## src/rtl/core/mh_pkg.sv

```systemverilog
// Shared types, constants and helper functions of the magnetometer heading block.
`timescale 1ns / 1ps
`default_nettype none

package mh_pkg;

	// Width of the CORDIC x/y datapath: 16-bit reading, 8 scaling bits, gain headroom.
	localparam int CORDIC_W = 26;

	// Pre-scaling shift applied to the magnitudes before the first iteration.
	localparam int PRESCALE_SHIFT = 8;

	// Arctangent table, atan(2^-i) in degrees with 24 fraction bits.
	localparam int ATAN_TABLE_LEN  = 24;
	localparam int ATAN_TABLE_FRAC = 24;
	localparam longint ATAN_DEG_Q24 [ATAN_TABLE_LEN] = '{
		754974720, 445687602, 235489088, 119537938, 60000934, 30029717,
		15018523, 7509720, 3754917, 1877466, 938734, 469367,
		234684, 117342, 58671, 29335, 14668, 7334,
		3667, 1833, 917, 458, 229, 115
	};

	// Full circle in whole degrees.
	localparam logic [8:0] FULL_CIRCLE_DEG = 9'd360;

	// One input transfer: a raw X/Y field reading.
	typedef struct packed {
		logic signed [15:0] field_x;
		logic signed [15:0] field_y;
	} sample_t;

	// One result transfer: heading and sixteen-point bearing.
	typedef struct packed {
		logic [8:0] azimuth_degrees;
		logic [3:0] compass_point;
	} heading_t;

	// Quadrant and axis information that rides along the iteration pipeline.
	typedef struct packed {
		logic x_neg;
		logic y_neg;
		logic x_zero;
		logic y_zero;
	} quad_t;

	// Bearing index: round(a / 22.5), done as compares of 20a + 225 against 450k.
	// A value that rounds to sixteen wraps to north.
	function automatic logic [3:0] compass_point_of(input logic [8:0] a);
		logic [12:0] n;
		logic [3:0]  cnt;
		n   = 13'(a) * 13'd20 + 13'd225;
		cnt = '0;
		for (int k = 1; k < 16; k++) begin
			if (n >= 13'(450 * k)) begin
				cnt = cnt + 4'd1;
			end
		end
		if (n >= 13'd7200) begin
			cnt = '0;
		end
		return cnt;
	endfunction

endpackage

`default_nettype wire

```

## src/rtl/core/mh_cordic_stage.sv

```systemverilog
// One registered vectoring CORDIC iteration with a fixed shift and angle step.
`timescale 1ns / 1ps
`default_nettype none

module mh_cordic_stage
	import mh_pkg::*;
#(
	parameter int STAGE     = 0,
	parameter int FRAC_BITS = 8
) (
	input  wire logic                            clk,
	input  wire logic                            arst_n,
	input  wire logic                            valid_in,
	input  wire quad_t                           quad_in,
	input  wire logic signed [CORDIC_W-1:0]      x_in,
	input  wire logic signed [CORDIC_W-1:0]      y_in,
	input  wire logic signed [FRAC_BITS+8:0]     z_in,
	output logic                                 valid_out,
	output quad_t                                quad_out,
	output logic signed [CORDIC_W-1:0]           x_out,
	output logic signed [CORDIC_W-1:0]           y_out,
	output logic signed [FRAC_BITS+8:0]          z_out
);

	localparam int     ZW       = FRAC_BITS + 9;
	localparam int     SH       = ATAN_TABLE_FRAC - FRAC_BITS;
	localparam longint STEP_VAL = (ATAN_DEG_Q24[STAGE] + (longint'(1) << (SH - 1))) >> SH;
	localparam logic signed [ZW-1:0] STEP = ZW'(STEP_VAL);

	logic signed [CORDIC_W-1:0] dx;
	logic signed [CORDIC_W-1:0] dy;
	logic signed [CORDIC_W-1:0] x_nxt;
	logic signed [CORDIC_W-1:0] y_nxt;
	logic signed [ZW-1:0]       z_nxt;

	// Rotate toward the x axis; the direction follows the sign of y.
	always_comb begin
		dx = y_in >>> STAGE;
		dy = x_in >>> STAGE;
		if (!y_in[CORDIC_W-1]) begin
			x_nxt = x_in + dx;
			y_nxt = y_in - dy;
			z_nxt = z_in + STEP;
		end else begin
			x_nxt = x_in - dx;
			y_nxt = y_in + dy;
			z_nxt = z_in - STEP;
		end
	end

	// Valid flag is cleared by reset; the datapath needs none.
	always_ff @(posedge clk or negedge arst_n) begin
		if (!arst_n) begin
			valid_out <= 1'b0;
		end else begin
			valid_out <= valid_in;
		end
	end

	always_ff @(posedge clk) begin
		quad_out <= quad_in;
		x_out    <= x_nxt;
		y_out    <= y_nxt;
		z_out    <= z_nxt;
	end

endmodule

`default_nettype wire

```

## src/rtl/core/magnetometer_heading.sv

```systemverilog
// Top level of the magnetometer heading block: input register, CORDIC pipeline, result stage.
`timescale 1ns / 1ps
`default_nettype none

// Computes a compass heading from one signed X/Y magnetometer reading.
// Input channel: a reading is transferred at a clock edge with start high and
// busy low. busy is always low, so a new reading may be transferred every cycle.
// Result channel: done is high for exactly one cycle with the heading on result;
// the result is transferred at the edge that ends that cycle. Results come out
// in input order, one per reading.
// The path from start to result runs through one input register, one pipeline
// register per CORDIC iteration and one result register. Throughput is
// one reading per cycle, set by the fully pipelined iteration chain.
// rotate_heading is written through cfg_we/cfg_wdata; set it while no reading
// is in flight. Reset clears the pipeline valid flags, done and rotate_heading.
// The receiver cannot stall, so nothing is ever held back.
module magnetometer_heading
	import mh_pkg::*;
#(
	parameter int CORDIC_ITERATIONS   = 16,
	parameter int ANGLE_FRACTION_BITS = 8
) (
	input  wire logic    clk,
	input  wire logic    arst_n,
	input  wire logic    start,
	output logic         busy,
	input  wire sample_t sample,
	input  wire logic    cfg_we,
	input  wire logic    cfg_wdata,
	output logic         done,
	output heading_t     result
);

	localparam int ZW = ANGLE_FRACTION_BITS + 9;
	localparam logic signed [ZW-1:0] FULL90  = ZW'(90 * (longint'(1) << ANGLE_FRACTION_BITS));
	localparam logic signed [ZW-1:0] FULL180 = ZW'(180 * (longint'(1) << ANGLE_FRACTION_BITS));

	logic rotate_heading_q;

	logic                  valid_s1;
	quad_t                 quad_s1;
	logic signed [16:0]    fx;
	logic signed [16:0]    fy;
	logic signed [16:0]    ax;
	logic signed [16:0]    ay;
	logic signed [CORDIC_W-1:0] x_s1;
	logic signed [CORDIC_W-1:0] y_s1;

	logic                       vc [0:CORDIC_ITERATIONS];
	quad_t                      qc [0:CORDIC_ITERATIONS];
	logic signed [CORDIC_W-1:0] xc [0:CORDIC_ITERATIONS];
	logic signed [CORDIC_W-1:0] yc [0:CORDIC_ITERATIONS];
	logic signed [ZW-1:0]       zc [0:CORDIC_ITERATIONS];

	logic signed [ZW-1:0] z_clamp;
	logic signed [ZW-1:0] theta;
	logic [7:0]           deg;
	logic [8:0]           angle;
	logic [8:0]           azimuth;

	logic     done_q;
	heading_t result_q;

	// The pipeline takes a reading every cycle.
	assign busy = 1'b0;

	// Configuration register.
	always_ff @(posedge clk or negedge arst_n) begin
		if (!arst_n) begin
			rotate_heading_q <= 1'b0;
		end else if (cfg_we) begin
			rotate_heading_q <= cfg_wdata;
		end
	end

	// Magnitudes of the reading.
	always_comb begin
		fx = 17'(sample.field_x);
		fy = 17'(sample.field_y);
		ax = fx[16] ? -fx : fx;
		ay = fy[16] ? -fy : fy;
	end

	// Input register: scaled magnitudes plus quadrant and axis flags.
	always_ff @(posedge clk or negedge arst_n) begin
		if (!arst_n) begin
			valid_s1 <= 1'b0;
		end else begin
			valid_s1 <= start && !busy;
		end
	end

	always_ff @(posedge clk) begin
		quad_s1.x_neg  <= fx[16];
		quad_s1.y_neg  <= fy[16];
		quad_s1.x_zero <= (fx == '0);
		quad_s1.y_zero <= (fy == '0);
		x_s1 <= CORDIC_W'(ax) <<< PRESCALE_SHIFT;
		y_s1 <= CORDIC_W'(ay) <<< PRESCALE_SHIFT;
	end

	assign vc[0] = valid_s1;
	assign qc[0] = quad_s1;
	assign xc[0] = x_s1;
	assign yc[0] = y_s1;
	assign zc[0] = '0;

	// One registered stage per CORDIC iteration.
	for (genvar i = 0; i < CORDIC_ITERATIONS; i++) begin : g_iter
		mh_cordic_stage #(
			.STAGE     (i),
			.FRAC_BITS (ANGLE_FRACTION_BITS)
		) u_stage (
			.clk       (clk),
			.arst_n    (arst_n),
			.valid_in  (vc[i]),
			.quad_in   (qc[i]),
			.x_in      (xc[i]),
			.y_in      (yc[i]),
			.z_in      (zc[i]),
			.valid_out (vc[i+1]),
			.quad_out  (qc[i+1]),
			.x_out     (xc[i+1]),
			.y_out     (yc[i+1]),
			.z_out     (zc[i+1])
		);
	end

	// Clamp to the first quadrant, apply axis cases, map to the full circle, then mirror if rotate_heading is set.
	always_comb begin
		z_clamp = zc[CORDIC_ITERATIONS];
		if (z_clamp < 0) begin
			z_clamp = '0;
		end else if (z_clamp > FULL90) begin
			z_clamp = FULL90;
		end

		if (qc[CORDIC_ITERATIONS].y_zero) begin
			theta = '0;
		end else if (qc[CORDIC_ITERATIONS].x_zero) begin
			theta = FULL90;
		end else begin
			theta = z_clamp;
		end

		if (qc[CORDIC_ITERATIONS].x_neg) begin
			theta = FULL180 - theta;
		end

		deg = 8'(theta >>> ANGLE_FRACTION_BITS);

		if (!qc[CORDIC_ITERATIONS].y_neg || deg == '0) begin
			angle = 9'(deg);
		end else begin
			angle = FULL_CIRCLE_DEG - 9'(deg);
		end

		azimuth = rotate_heading_q ? (FULL_CIRCLE_DEG - angle) : angle;
	end

	// Result register and done strobe.
	always_ff @(posedge clk or negedge arst_n) begin
		if (!arst_n) begin
			done_q <= 1'b0;
		end else begin
			done_q <= vc[CORDIC_ITERATIONS];
		end
	end

	always_ff @(posedge clk) begin
		result_q.azimuth_degrees <= azimuth;
		result_q.compass_point   <= compass_point_of(azimuth);
	end

	assign done   = done_q;
	assign result = result_q;

endmodule

`default_nettype wire
```

## config.mk

```make
export PLATFORM = sky130hd
export DESIGN_NAME = magnetometer_heading
export DESIGN_NICKNAME = d
export VERILOG_FILES = /design/src/rtl/core/mh_pkg.sv /design/src/rtl/core/mh_cordic_stage.sv /design/src/rtl/core/magnetometer_heading.sv
export SDC_FILE = /design/constraint.sdc
export NUM_CORES = 2
export LEC_CHECK = 0
export ABC_CLOCK_PERIOD_IN_PS = 17600
export BUFFER_PORTS_ARGS = -buffer_cell sky130_fd_sc_hd__buf_2
export CAP_MARGIN = 20
export CORE_MARGIN = 2
export CORE_UTILIZATION = 30
export CTS_CLUSTER_DIAMETER = 40
export DETAILED_ROUTE_END_ITERATION = 10
export HOLD_SLACK_MARGIN = 0.02
export PLACE_DENSITY = 0.42
export SETUP_SLACK_MARGIN = 0.2
export SLEW_MARGIN = 5
export SYNTH_ARGS = -nofsm -noshare
export SYNTH_HDL_FRONTEND = slang
export SYNTH_SLANG_ARGS = --single-unit
```

## constraint.sdc

```tcl
create_clock -name clk -period 17.6 [get_ports clk]
set_input_delay 4.4 -clock clk [delete_from_list [all_inputs] [get_ports clk]]
set_output_delay 4.4 -clock clk [all_outputs]
set_load 0.005 [all_outputs]
```

== After elaboration in Yosys (flattened, before gate mapping) ==
Index checks and enable logic that the tools add are counted.
Widths: inputs -> output; s select.

* Add/subtract/negate cells: 101
* Multipliers: 1
* Divide/modulo/power cells: 0
* $lt $le $gt $ge: 18
* Equality and inequality tests: 0
* Shift-type cells: 0
* Muxes and demuxes: 66
* Bitwise gates (word level): 0
* Reduce and logical (&&, ||, !) cells: 5

{| class="wikitable"
|+ Operators with widths
! kind !! number
|-
| $mux 26 || 27
|-
| $mux 17 || 17
|-
| $ge 13x13->1 const B || 7
|-
| $mux 16 || 5
|-
| $ge 13x12->1 const B || 5
|-
| $mux 4 || 14
|-
| $add 26x14->26 || 2
|-
| $add 26x15->26 || 2
|-
| $add 26x16->26 || 2
|-
| $add 26x17->26 || 2
|-
| $add 26x18->26 || 2
|-
| $add 26x19->26 || 2
|-
| $add 26x20->26 || 2
|-
| $add 26x21->26 || 2
|-
| $add 26x22->26 || 2
|-
| $add 26x23->26 || 2
|-
| $add 26x24->26 || 2
|-
| $add 26x25->26 || 2
|-
| $add 4x1->4 const B || 13
|-
| $sub 25x25->26 || 2
|-
| $sub 26x14->26 || 2
|-
| $sub 26x15->26 || 2
|-
| $sub 26x16->26 || 2
|-
| $sub 26x17->26 || 2
|-
| other kinds (55) || 69
|}

* Register bits after elaboration: 1108
* Bits in latches: 0
* Bits in writable memories: 0
* ROM bits: 0
* Input port bits: 37
* Output and inout bits: 15
* Logic and storage cells: 327
* Memories kept: 0

== Logic depth before layout (Yosys ltp) ==
* Word-level depth: 44
* Mapped depth: 75

== By module ==
From an unflattened synthesis, not the netlist that was laid out.

* Cell total of the unflattened synthesis: 11333
* Area, all modules: 95616.7 µm²

{| class="wikitable"
|+ Modules (own cells, without submodules)
! module !! instances !! cells an instance !! area each (µm²)
|-
| mh_cordic_stage (g_iter[0].u_stage) || 1 || 809 || 6431.2
|-
| mh_cordic_stage (g_iter[6].u_stage) || 1 || 702 || 5977.0
|-
| mh_cordic_stage (g_iter[1].u_stage) || 1 || 726 || 5949.5
|-
| mh_cordic_stage (g_iter[2].u_stage) || 1 || 703 || 5859.4
|-
| mh_cordic_stage (g_iter[7].u_stage) || 1 || 690 || 5770.5
|-
| mh_cordic_stage (g_iter[8].u_stage) || 1 || 665 || 5766.8
|-
| mh_cordic_stage (g_iter[4].u_stage) || 1 || 695 || 5719.2
|-
| magnetometer_heading || 1 || 703 || 5640.4
|-
| mh_cordic_stage (g_iter[9].u_stage) || 1 || 648 || 5589.1
|-
| mh_cordic_stage (g_iter[12].u_stage) || 1 || 656 || 5536.6
|-
| mh_cordic_stage (g_iter[5].u_stage) || 1 || 660 || 5507.8
|-
| mh_cordic_stage (g_iter[10].u_stage) || 1 || 646 || 5459.0
|-
| mh_cordic_stage (g_iter[3].u_stage) || 1 || 627 || 5435.2
|-
| mh_cordic_stage (g_iter[11].u_stage) || 1 || 623 || 5418.9
|-
| +3 rows || - || - || -
|}

== Worst setup path before layout ==
No wires, ideal clock.

* Path kind: register to register
* Start point: register g_iter[15].u_stage.z_out[2]
* End point: register result_q, in the netlist result[1]
* Data arrival time: 13.518 ns
* Data required time: 17.483 ns
* Setup slack: 3.966 ns
* Stages on the path, launching flop included: 70
* Period minus slack after synthesis: 13.634 ns
* Path through: dfxtp_1 -> or4_1 -> o41ai_1 -> xor2_1 -> nor3_1 -> inv_1 -> ha_1 -> o211ai_1 -> or4_4 -> a21oi_2 -> a41o_2 -> o21ai_0 -> ha_1 -> a21oi_1 -> o311ai_4 -> buf_6 -> ha_1 -> ha_1 -> [... 34 more ...] -> ha_1 -> inv_1 -> o221ai_1 -> o31ai_1 -> xnor2_1 -> nand2_1 -> o21ai_1 -> ha_1 -> nor2_1 -> a31oi_1 -> and3_1 -> nor2_1 -> nor2b_1 -> ha_1 -> mux2i_1 -> nor2_1 -> ha_1 -> a22o_1

* Cells in the longest elaborated chain, start to end: 44
* Elaborated cells between the ends (all ways): 61
* Classes of those cells: add/sub: 18; mul: 1; order compare: 18; mux: 22; reduce/logical: 2

{| class="wikitable"
|+ Ends and longest elaborated chain
! what !! RTL line !! text
|-
| start: declaration || mh_cordic_stage.sv:22 || <nowiki>output logic signed [FRAC_BITS+8:0] z_out</nowiki>
|-
| start signal: assignment || mh_cordic_stage.sv:64 || <nowiki>z_out <= z_nxt;</nowiki>
|-
| $gt 17x16->1 || magnetometer_heading.sv:134 || <nowiki>end else if (z_clamp > FULL90) begin</nowiki>
|-
| $mux 16 || magnetometer_heading.sv:134 ||
|-
| $mux 16 (*) || magnetometer_heading.sv:132 || <nowiki>if (z_clamp < 0) begin</nowiki>
|-
| $mux 16 (*) || magnetometer_heading.sv:140 || <nowiki>end else if (qc[CORDIC_ITERATIONS].x_zero) begin</nowiki>
|-
| $mux 16 (*) || magnetometer_heading.sv:138 || <nowiki>if (qc[CORDIC_ITERATIONS].y_zero) begin</nowiki>
|-
| $sub 16x16->16 || magnetometer_heading.sv:147 || <nowiki>theta = FULL180 - theta;</nowiki>
|-
| $mux 16 (*) || magnetometer_heading.sv:146 || <nowiki>if (qc[CORDIC_ITERATIONS].x_neg) begin</nowiki>
|-
| parallel branches: the longest is 2 deep, another holds $sub 9x8->9 || - ||
|-
| [... 1 more ...] || - ||
|-
| via angle[0] || magnetometer_heading.sv:58 || <nowiki>logic [8:0] angle;</nowiki>
|-
| [... 2 more ...] || - ||
|-
| via azimuth[1] || magnetometer_heading.sv:59 || <nowiki>logic [8:0] azimuth;</nowiki>
|-
| [... 24 more ...] || - ||
|-
| $add 4x1->4 || mh_pkg.sv:55 || <nowiki>cnt = cnt + 4'd1;</nowiki>
|-
| $mux 4 || mh_pkg.sv:54 || <nowiki>if (n >= 13'(450 * k)) begin</nowiki>
|-
| $add 4x1->4 || mh_pkg.sv:55 ||
|-
| $mux 4 || mh_pkg.sv:54 ||
|-
| $add 4x1->4 || mh_pkg.sv:55 ||
|-
| $mux 4 || mh_pkg.sv:54 ||
|-
| $add 4x1->4 || mh_pkg.sv:55 ||
|-
| $mux 4 || mh_pkg.sv:54 ||
|-
| end: declaration || magnetometer_heading.sv:62 || <nowiki>heading_t result_q;</nowiki>
|}

Mark *: on every way through the listed nets, which the timed path passes.
A chain may end at the register's enable or synchronous reset.

== Worst setup path in the final report ==
Ends and elaborated chain as after synthesis.

==> metrics.md <==
| Metric | Value |
|---|---|
| Run status | finished, final reports clean |
| Worst Hold End | g_iter[3].u_stage.z_out[1] |
| Launch instance of the worst min-delay path | g_iter[2].u_stage.z_out[1] |
| Antenna-violating nets left | 0 |
| Post-Syn Area per Cell | 8.79 µm² |
| Sequential cell area fraction in the yosys report | a little under a third |
| Final count of pins violating max slew | 0 |
| Slack of the worst reg-to-reg path | 1.87 ns |
| Final #Nets | 8,539 |
| CTS tree | done |
| Number of antenna violations at the first check in global routing | 2 |
| Width of the chip | about 470 µm |
| Fmax | 0.0636 GHz |
| Length of the first detailed-routing pass in iterations | 5 |
| Number of buffers created by CTS | 188 |
| Clock input transition at the sequential cells of the worst setup and hold paths | 0.06 ns |
| Transition time at the pin with the least slew margin | 1.05 ns |
| Synthesis warning total | 0 |
| Sum of routed wire length over all layers | 168,000 µm |
| Crit. End Element | flop |
| I/O Buffers | 50 |
| DR WL met2 | 79,600 µm |
| Layout cells sized above 1 | under 10% |
| Summed instance area of the synthesized netlist | 65,500 µm² |
| Count of final hold-check violations | 0 |
| Gate count after technology mapping | 7,444 |
| Grt total ovfl | 0 |
| Full die area | 222,000 µm² |
| Met1 wire length | 80,400 µm |
| Die span in y | 471 µm |
| Final core utilization | 34.8% |
| DRC violation count after routing | 0 |
| Clock Path Buffers | 3 |
| Layout overhead on the synthesized area | 15.5% |
| Cell type of the slowest stage on the worst timing path | sky130_fd_sc_hd__xor3_2 |
| First-pass GRT wire length | 272,000 µm |
| Minimum period implied by the final worst setup slack | 15.73 ns |
| Max-cap violations | 0 |
| Unrepaired setup endpoints after global routing | false |
| Detailed-route wire length per cell | 15.9 µm |
| Peak per-stage delay on the critical path | 0.69 ns |
| Average via count per standard cell | 4.71 |
| Area used by multi-input combinational logic | 42,700 µm² |
| Post-DP HPWL | 136,000 µm |
| Register Area | 19,800 µm² |
| Depth of the most critical reg-to-reg path | 68 |
| Setup TNS after final layout | 0 ns |
| Number of buffers added to fix hold violations after cts | 0 |
| Topmost layer with routed signal wires | met4 |
| Maximum number of pins on one net before global-route repair | 54 |
| Number of setup violations in the final report | 0 |
| Worst Hold Path Cells | 0 |
| Iteration-0 DRC Markers | 2,171 |
| Normalized max-slew margin | 29.5% |
| Number of different library cells in the post-synthesis netlist | 105 |
| Launching element of the worst setup path | g_iter[15].u_stage.z_out[2] |
| Overall track demand over capacity in global routing | 15.1% |
| Number of synthesized flops with an enable pin | 0 |
| Skew final | between 0.02 and 0.03 ns |
| Instance count after placement with tap cells included | 10,300 |
| Initial Utilization | 30.2% |
| Count of fill cells added during filler insertion | approximately 22,000 |
| Clock insertion delay at the later pin of the skew report | 0.81 ns |
| Data arrival time of the critical path | 16.40 ns |
| Met3 wirelength from detailed routing | 4930 µm |
| Total core area | 217,000 µm² |
| Critical Path Source Type | flop |
| Vias in the first global route | 50,400 |
| Number of sinks on the clock net | 986 |
| Worst hold path type | flop to flop |
| Cell row count | 171 |
| Part of the cycle the worst path needs | just under 90% |
| Number of top-level pins | 52 |
| Proportion of register bits with asynchronous set or reset after synthesis | under 10% |
| Launch instance of the worst register-to-register path | g_iter[15].u_stage.z_out[2] |
| PostCTS Resize Cnt | 0 |
| Required time at the endpoint of the critical path | 18.28 ns |
| Worst setup path class | flop to flop |
| Root buffer cell | sky130_fd_sc_hd__clkbuf_16 |
| Final Instance Count excl. Fillers | 10,600 |
| # Post-CTS Setup Buffers | 0 |
| Worst path most repeated cell | sky130_fd_sc_hd__ha_1 |
| Number of vias in the routed layout | ~50,000 |
| Top_reg_cell synth | sky130_fd_sc_hd__dfxtp_1 |
| Deepest level of the CTS H-tree | 4 |
| Synthesized net count | 8,393 |
| Maximum net fanout on the critical path | 26 |
| Routability cong. | 0.805 |
| Capture instance of the worst register-to-register path | result[1] |
| Number of synthesized register bits | 986 |
cell usage in the layout (no fill, tap or decap), types with 21 or more instances in the layout:
cell type	synthesis	final
sky130_fd_sc_hd__o21ai_0	275	275
sky130_fd_sc_hd__nor4_1	62	62
sky130_fd_sc_hd__fa_1	38	38
sky130_fd_sc_hd__bufinv_16	0	21
sky130_fd_sc_hd__o31ai_1	29	29
sky130_fd_sc_hd__clkinv_2	0	24
sky130_fd_sc_hd__clkinv_4	0	22
sky130_fd_sc_hd__nand3_1	74	74
sky130_fd_sc_hd__ha_1	874	874
sky130_fd_sc_hd__and2_1	44	44
sky130_fd_sc_hd__inv_1	644	644
sky130_fd_sc_hd__xor2_1	334	334
sky130_fd_sc_hd__o41ai_1	34	34
sky130_fd_sc_hd__xnor2_1	816	816
sky130_fd_sc_hd__buf_2	4	51
sky130_fd_sc_hd__mux2i_1	50	50
sky130_fd_sc_hd__nor2b_1	98	98
sky130_fd_sc_hd__o21a_1	40	40
sky130_fd_sc_hd__nor2_1	651	651
sky130_fd_sc_hd__a21o_1	148	148
sky130_fd_sc_hd__nor3_1	219	219
sky130_fd_sc_hd__or3_1	37	37
sky130_fd_sc_hd__a311oi_1	22	22
sky130_fd_sc_hd__a31oi_1	39	39
sky130_fd_sc_hd__buf_4	5	22
sky130_fd_sc_hd__nand2b_1	58	58
sky130_fd_sc_hd__clkbuf_16	0	191
sky130_fd_sc_hd__dfxtp_1	967	959
sky130_fd_sc_hd__and3_1	29	29
sky130_fd_sc_hd__a21oi_1	734	734
sky130_fd_sc_hd__o21bai_1	331	331
sky130_fd_sc_hd__nand2_1	266	266
sky130_fd_sc_hd__a21boi_0	46	46
sky130_fd_sc_hd__mux2_2	34	34
sky130_fd_sc_hd__or4_1	30	30
sky130_fd_sc_hd__a211oi_1	32	32
worst max-delay path: cells and delay by family, from the launching register on:
kind / cells / cell delay (ns)
compound gates: 18 / 3.98
mux: 1 / 0.20
xor+xnor: 6 / 1.80
buf+inv: 7 / 0.65
simple gates: 24 / 4.88
flops: 1 / 0.33
fa+ha+maj: 12 / 3.77
through the flow:
step / hold slack, ns / area, µm² / setup slack [ns]
CTS: 0.300 / 75600 / 1.75
finish: 0.309 / 75600 / 1.87
global route: 0.306 / 75600 / 0.358
floorplan: 0.310 / 65500 / 3.97
detailed placement: 0.312 / 68900 / 1.85
global placement: 0.310 / 68900 / 1.64
how the worst max path moves through the flow:
| stage | depth (start not counted) | endpoint | slack (ns) |
|---|---|---|---|
| 2_1_floorplan | 69 | result[1] | 3.97 |
| 3_3_place_gp | 68 | result[2] | 1.64 |
| 3_5_place_dp | 68 | result[1] | 1.85 |
| 4_1_cts | 68 | result[1] | 1.75 |
| 5_1_grt | 68 | result[2] | 0.36 |
| 6_report | 68 | result[1] | 1.87 |
flip-flops by register name (all words and copies together) (netlist names):
signal and flops:
done 1, g_iter.u_stage.quad_out 64, g_iter.u_stage.valid_out 16, g_iter.u_stage.x_out 300, g_iter.u_stage.y_out 316, g_iter.u_stage.z_out 236
qc 4, result 13, rotate_heading_q 1, valid_s1 1, x_s1 17, y_s1 17
metal layers:
layer	vias to the layer above	global-route usage, %
li1	26200	-
met3	208	2.22
met1	23000	19.3
met5	-	0
met4	0	4.12
met2	539	26.1
Yosys cell counts (40+ instances only):
master	instances	area share, %
sky130_fd_sc_hd__nor2b_1	98	0.94
sky130_fd_sc_hd__nor4_1	62	0.59
sky130_fd_sc_hd__a21oi_1	734	5.6
sky130_fd_sc_hd__and2_1	44	0.42
sky130_fd_sc_hd__nor3_1	219	1.7
sky130_fd_sc_hd__o21ai_0	275	2.1
sky130_fd_sc_hd__xnor2_1	816	11
sky130_fd_sc_hd__o21a_1	40	0.46
sky130_fd_sc_hd__mux2i_1	50	0.76
sky130_fd_sc_hd__nor2_1	651	3.7
sky130_fd_sc_hd__ha_1	874	17
sky130_fd_sc_hd__o21bai_1	331	3.8
sky130_fd_sc_hd__nand2_1	266	1.5
sky130_fd_sc_hd__clkbuf_1	91	0.52
sky130_fd_sc_hd__xor2_1	334	4.5
sky130_fd_sc_hd__a21o_1	148	1.7
sky130_fd_sc_hd__nand3_1	74	0.57
sky130_fd_sc_hd__nand2b_1	58	0.55
sky130_fd_sc_hd__a21boi_0	46	0.53
sky130_fd_sc_hd__dfxtp_1	967	30
sky130_fd_sc_hd__inv_1	644	3.7
kinds of logic (layout without fill, tap and decap cells):
kind of cell	count (synthesis)	count (layout)	share of synthesized area, %
simple gates	1665	1665	12.2
buf+inv	763	1068	4.48
mux	86	86	1.40
xor+xnor	1159	1159	15.7
compound gates	1872	1872	18.0
other cells	1	2	0.00573
flops	986	986	30.3
fa+ha+maj	912	912	17.9
cell type report:
| cell class | count | share of cell area (%) |
|---|---|---|
| diodes | 1 | 0.00331 |
| clock buffers | 224 | 6.74 |
| clock inverters | 125 | 2.05 |
| inverters | 646 | 3.21 |
| multi-input cells | 5695 | 56.5 |
| flip-flops and latches | 986 | 26.3 |
| well taps | 2854 | 4.72 |
| repair buffers | 73 | 0.556 |
Power is not shown: default switching activity piles up to over one toggle a cycle in this logic, so the estimate is an artifact.
